$ cat src/hdl/zph_pkg.sv
// ----------------------------------------------------------------------------
// zph_pkg
// Shared types, constants and helpers for the Zobrist position hasher.
// ----------------------------------------------------------------------------
`timescale 1ns / 1ps
`default_nettype none

package zph_pkg;

  // Default geometry; the first two are handed to the top level as parameter defaults.
  localparam int SQUARES_DEF     = 120;
  localparam int PIECE_CODES_DEF = 13;
  localparam int CASTLE_STATES   = 16;

  // Key generator (xorshift64*).
  localparam logic [63:0] GEN_SEED = 64'd1070372;
  localparam logic [63:0] GEN_MULT = 64'd2685821657736338717;

  // Piece codes that contribute.
  localparam int FIRST_PIECE = 1;
  localparam int LAST_PIECE  = 12;

  // Field widths.
  localparam int OP_W     = 2;
  localparam int SQUARE_W = 7;
  localparam int PIECE_W  = 4;
  localparam int COUNT_W  = 4;
  localparam int CASTLE_W = 4;
  localparam int KEY_W    = 64;
  localparam int IN_W     = 32;
  localparam int OUT_W    = 2 * KEY_W;

  // Op codes.
  localparam logic [OP_W-1:0] OP_PIECE    = 2'd0;
  localparam logic [OP_W-1:0] OP_FINISH   = 2'd1;
  localparam logic [OP_W-1:0] OP_MATERIAL = 2'd2;

  typedef enum logic [2:0] {
    G_SHIFT,
    G_MUL0,
    G_MUL1,
    G_MUL2,
    G_DONE
  } gen_phase_t;

  typedef enum logic [2:0] {
    S_FILL,
    S_IDLE,
    S_POS,
    S_MAT,
    S_FIN_CASTLE,
    S_FIN_SIDE,
    S_FIN_EP,
    S_EMIT
  } state_t;

  // Key generator status toward the key store.
  typedef struct packed {
    logic write;
    logic done;
  } fill_t;

  function automatic logic [63:0] xs64(input logic [63:0] s);
    logic [63:0] t;
    t = s ^ (s >> 12);
    t = t ^ (t << 25);
    t = t ^ (t >> 27);
    return t;
  endfunction

endpackage

`default_nettype wire

$ cat src/hdl/zph_keygen.sv
// ----------------------------------------------------------------------------
// zph_keygen
// Draws xorshift64* keys after reset and writes them to the key store in
// address order, computing each key on one shared 32x32 multiplier.
// ----------------------------------------------------------------------------
`timescale 1ns / 1ps
`default_nettype none

module zph_keygen #(
  parameter int DEPTH = 1577,
  parameter int AW    = 11
) (
  input  wire logic                   clk,
  input  wire logic                   rst,
  output zph_pkg::fill_t              fill,
  output logic [AW-1:0]               wr_addr,
  output logic [zph_pkg::KEY_W-1:0]   wr_data
);
  import zph_pkg::*;

  gen_phase_t       phase, phase_next;
  logic [63:0]      seed;
  logic [63:0]      prod;
  logic [AW-1:0]    idx;
  logic [31:0]      mul_a, mul_b;
  logic [63:0]      mul_p;
  logic             last;

  assign last  = (idx == AW'(DEPTH - 1));
  assign mul_p = 64'(mul_a) * 64'(mul_b);

  always_ff @(posedge clk) begin
    if (rst) begin
      phase <= G_SHIFT;
    end else begin
      phase <= phase_next;
    end
  end

  always_comb begin
    phase_next = phase;
    fill       = '0;
    mul_a      = seed[31:0];
    mul_b      = GEN_MULT[31:0];
    unique case (phase)
      G_SHIFT: phase_next = G_MUL0;
      G_MUL0:  phase_next = G_MUL1;
      G_MUL1: begin
        mul_a      = seed[63:32];
        phase_next = G_MUL2;
      end
      G_MUL2: begin
        mul_b      = GEN_MULT[63:32];
        fill.write = 1'b1;
        phase_next = last ? G_DONE : G_SHIFT;
      end
      G_DONE:  fill.done = 1'b1;
      default: phase_next = G_SHIFT;
    endcase
  end

  always_ff @(posedge clk) begin
    if (rst) begin
      seed <= GEN_SEED;
      idx  <= '0;
    end else begin
      if (phase == G_SHIFT) seed <= xs64(seed);
      if (phase == G_MUL2 && !last) idx <= idx + 1'b1;
    end
  end

  // low 64 bits of seed * mult from three partial products
  always_ff @(posedge clk) begin
    case (phase)
      G_MUL0:  prod <= mul_p;
      G_MUL1:  prod[63:32] <= prod[63:32] + mul_p[31:0];
      default: ;
    endcase
  end

  assign wr_addr = idx;
  assign wr_data = {prod[63:32] + mul_p[31:0], prod[31:0]};

endmodule

`default_nettype wire

$ cat config.mk
export PLATFORM = sky130hd
export DESIGN_NAME = zph_keygen
export DESIGN_NICKNAME = d
export VERILOG_FILES = /design/src/hdl/zph_pkg.sv /design/src/hdl/zph_keygen.sv
export SDC_FILE = /design/constraint.sdc
export NUM_CORES = 2
export LEC_CHECK = 0
export BUFFER_PORTS_ARGS = -buffer_cell sky130_fd_sc_hd__buf_4
export CORE_ASPECT_RATIO = 1.25
export CORE_MARGIN = 1
export CORE_UTILIZATION = 35
export CTS_CLUSTER_SIZE = 12
export DETAILED_ROUTE_END_ITERATION = 8
export SLEW_MARGIN = 20
export SYNTH_ARGS = -nofsm -noshare
export SYNTH_HDL_FRONTEND = slang
export SYNTH_SLANG_ARGS = --single-unit
export TNS_END_PERCENT = 1
$ cat constraint.sdc
create_clock -name clk -period 21.5 [get_ports clk]
set_input_delay 1.075 -clock clk [delete_from_list [all_inputs] [get_ports clk]]
set_output_delay 1.075 -clock clk [all_outputs]
set_load 0.005 [all_outputs]
==> flow_metrics.py <==
metrics = {
    "timing": {
        "finalHoldViolCount": 0,
        "setup_violations": 0,
        "tightest_slew_ns": 1.12,
        "rsz0062_at_grt": "no",
        "maxSlewHeadroom_pct": 23.4,
        "clock_skew_ns": 0.0129,
        "tns_ns": 0,
        "post-route-min-period_ns": 12.48,
        "drv_slew": 0,
        "fmax_ghz": 0.0801,
        "timing.final.crit_share_pct": 58.0,
    },
    "placed_design": {
        "dpl.hpwl_mm": 80.7,
        "numPortBuffers": 78,
        "gp_congestion": 0.944,
    },
    "setup_path": {
        "path_class": "reg -> out",
        "crit_path_frequent_cell": "fa_1",
        "cp.arrival_ns": 11.40,
        "worstSetupStartpointType": "flip-flop",
        "crit_family": "adder cells",
        "cp_max_fo": 50,
        "cpMaxStageDelayCell": "mux2i_1",
        "path_buf_inv": 8,
        "worst_ep_required_time_ns": 20.43,
        "slowest_delay_ns": 0.86,
        "cp-end-kind": "output pin",
    },
    "clock_network": {
        "cts.reportedPaths.clkPinSlew_ns": 0.07,
        "clock_sinks": 142,
        "numCtsBuffers": 17,
        "cts_tree": "built",
        "clock_latency_ns": 0.47,
        "post_cts_buffers": 0,
        "h-tree-depth": 4,
        "cts_resized": 0,
        "ctsHoldBuffers": 0,
        "root_buffer": "clkbuf_16",
        "clock_path_buffers": 2,
    },
    "die": {
        "die_area_um2": 92900,
        "coreArea_um2": 90500,
        "initial_utilization_pct": 35.5,
        "die_y_um": 341,
        "io_pins": 79,
        "rows": 123,
        "die_x_um": 273,
    },
    "routing": {
        "drt_pass1_iterations": 5,
        "drc": 0,
        "routedWlPerCell_um": 20.3,
        "antenna_left": 0,
        "drt_iter0_drc": 1598,
        "drt_wl_total_mm": 92.7,
        "via_per_inst": 4.94,
        "vias": 22600,
    },
    "finish": {
        "area.sequential_um2": 3480,
        "multi_input_area_um2": 25200,
        "syn_to_final_growth_pct": 7.64,
        "drive_gt1_share_pct": 5.23,
        "final.fill_count": 9100,
        "final_nets": 4410,
        "diodes": 0,
    },
    "global_routing": {
        "grt_max_degree": 79,
        "antenna_found_initial": 0,
        "track_usage_pct": 20.6,
        "grt_pass1_vias": 23900,
        "grt_pass1_wl_mm": 143,
        "gr-total-overflow": 0,
    },
    "logic_synthesis": {
        "syn_avg_cell_area_um2": 9.64,
        "synthDistinctLibCells": 78,
        "syn_area_um2": 32100,
        "ys_ff_latch": 142,
        "netlist_instances": 3329,
        "async_flop_share_pct": 0,
        "ys_seq_area_share_pct": 10.9,
        "yosys_warnings": 0,
        "ys.flop_type": "dfxtp_1",
        "synth_edf_count": 64,
    },
    "flow_run": {
        "maxCapViolCount": 0,
    },
    "min_path": {
        "min_path_type": "reg -> reg",
    },
    "run_status": {
        "status": "completed",
    },
}
[synthesized netlist by cell type, types with 8 or more instances]
cell | number | area, um2
or3_1 | 42 | 263
a21oi_1 | 160 | 801
xnor2_1 | 159 | 1390
mux2i_1 | 28 | 280
o21a_1 | 10 | 75.1
nor2b_1 | 9 | 56.3
edfxtp_1 | 64 | 1920
inv_1 | 801 | 3010
o21ai_1 | 16 | 80.1
and2_1 | 8 | 50.1
fa_1 | 603 | 12100
xor2_1 | 85 | 744
ha_1 | 433 | 5420
nand3_1 | 10 | 50.1
nand2b_1 | 9 | 56.3
clkbuf_1 | 97 | 364
a211oi_1 | 13 | 97.6
nor2_1 | 172 | 646
a21o_1 | 49 | 368
o21ai_0 | 95 | 475
a31oi_1 | 12 | 75.1
and3_1 | 9 | 56.3
buf_4 | 32 | 240
nand2_1 | 157 | 589
nor3_1 | 27 | 135
nand4_1 | 30 | 188
dfxtp_1 | 78 | 1560
o21bai_1 | 10 | 75.1
[through the flow]
step	hold slack, ns	setup WS, ns	cells	util [%]	instance area, um2
after floorplan	0.482	11.02	3386	-	32300
after global placement	0.502	9.75	4540	37.5	34000
after detailed placement	0.509	9.67	4540	37.5	34000
after CTS	0.521	9.07	4572	38.2	34600
after global routing	0.552	8.43	4572	38.2	34600
final	0.520	9.02	4572	38.2	34600
[cell usage in the layout, fill, tap and decap left out, drive strengths merged, types with 9 or more instances in the layout]
cell type	count
o21a	10
or3	42
clkbuf	21
xor2	85
o21ai	114
and3	9
nand2b	9
xnor2	159
a211oi	13
nor2b	10
nand4	31
inv	805
conb	59
a31oi	12
a21o	49
o21bai	11
nor3	28
nand3	10
mux2i	28
ha	433
dfxtp	78
nor2	172
edfxtp	64
a21oi	163
nand2	157
buf	106
fa	603
[logic make-up after synthesis]
kind of cell             count (synthesis)  share of synthesized area [%]
buffers and inverters                  942                           11.4
AND/OR/NAND/NOR                        519                           7.66
adder cells (fa/ha/maj)               1036                           54.5
multiplexers                            30                          0.943
AO/OA/AOI/OAI                          414                           7.98
other                                    2                         0.0234
flip-flops                             142                           10.9
XOR/XNOR                               244                           6.66
[registers in the layout, summed over array words and instances, names as in the netlist]
signal,flops
seed,64
prod,64
wr_addr,11
phase,3
[final cells by class]
type                            count  area share, %
Multi-Input combinational cell   2302           72.9
Sequential cell                   142           10.1
Inverter                          803           8.72
Tap cell                         1187           4.30
Timing Repair Buffer              106           2.30
Clock buffer                       21           1.40
Clock inverter                     11          0.297
[worst paths after layout]
path                                  from          end  slack [ns]  cells past startpoint
worst max-delay path              phase[2]  wr_data[60]        9.02                     35
worst max register to register    phase[2]     prod[62]       10.38                     34
worst min-delay path            wr_addr[7]   wr_addr[7]        0.52                      2
worst min register to register  wr_addr[7]   wr_addr[7]        0.52                      2
[routing by layer]
layer	part of all wire [%]	GRT usage, %	vias to the layer above
met3	3.9	1.66	141
li1	-	-	10400
met4	5.1	10.2	0
met1	40	25.7	11500
met2	51	35.6	559
met5	0	0	-
[worst min-delay path, cell delays in order (launching register included)]
cell     delay (ns)
dfxtp_1        0.34
o21ai_0        0.08
a21oi_1        0.06
Power is not shown: default switching activity piles up to over one toggle a cycle in this logic, so the estimate is an artifact.
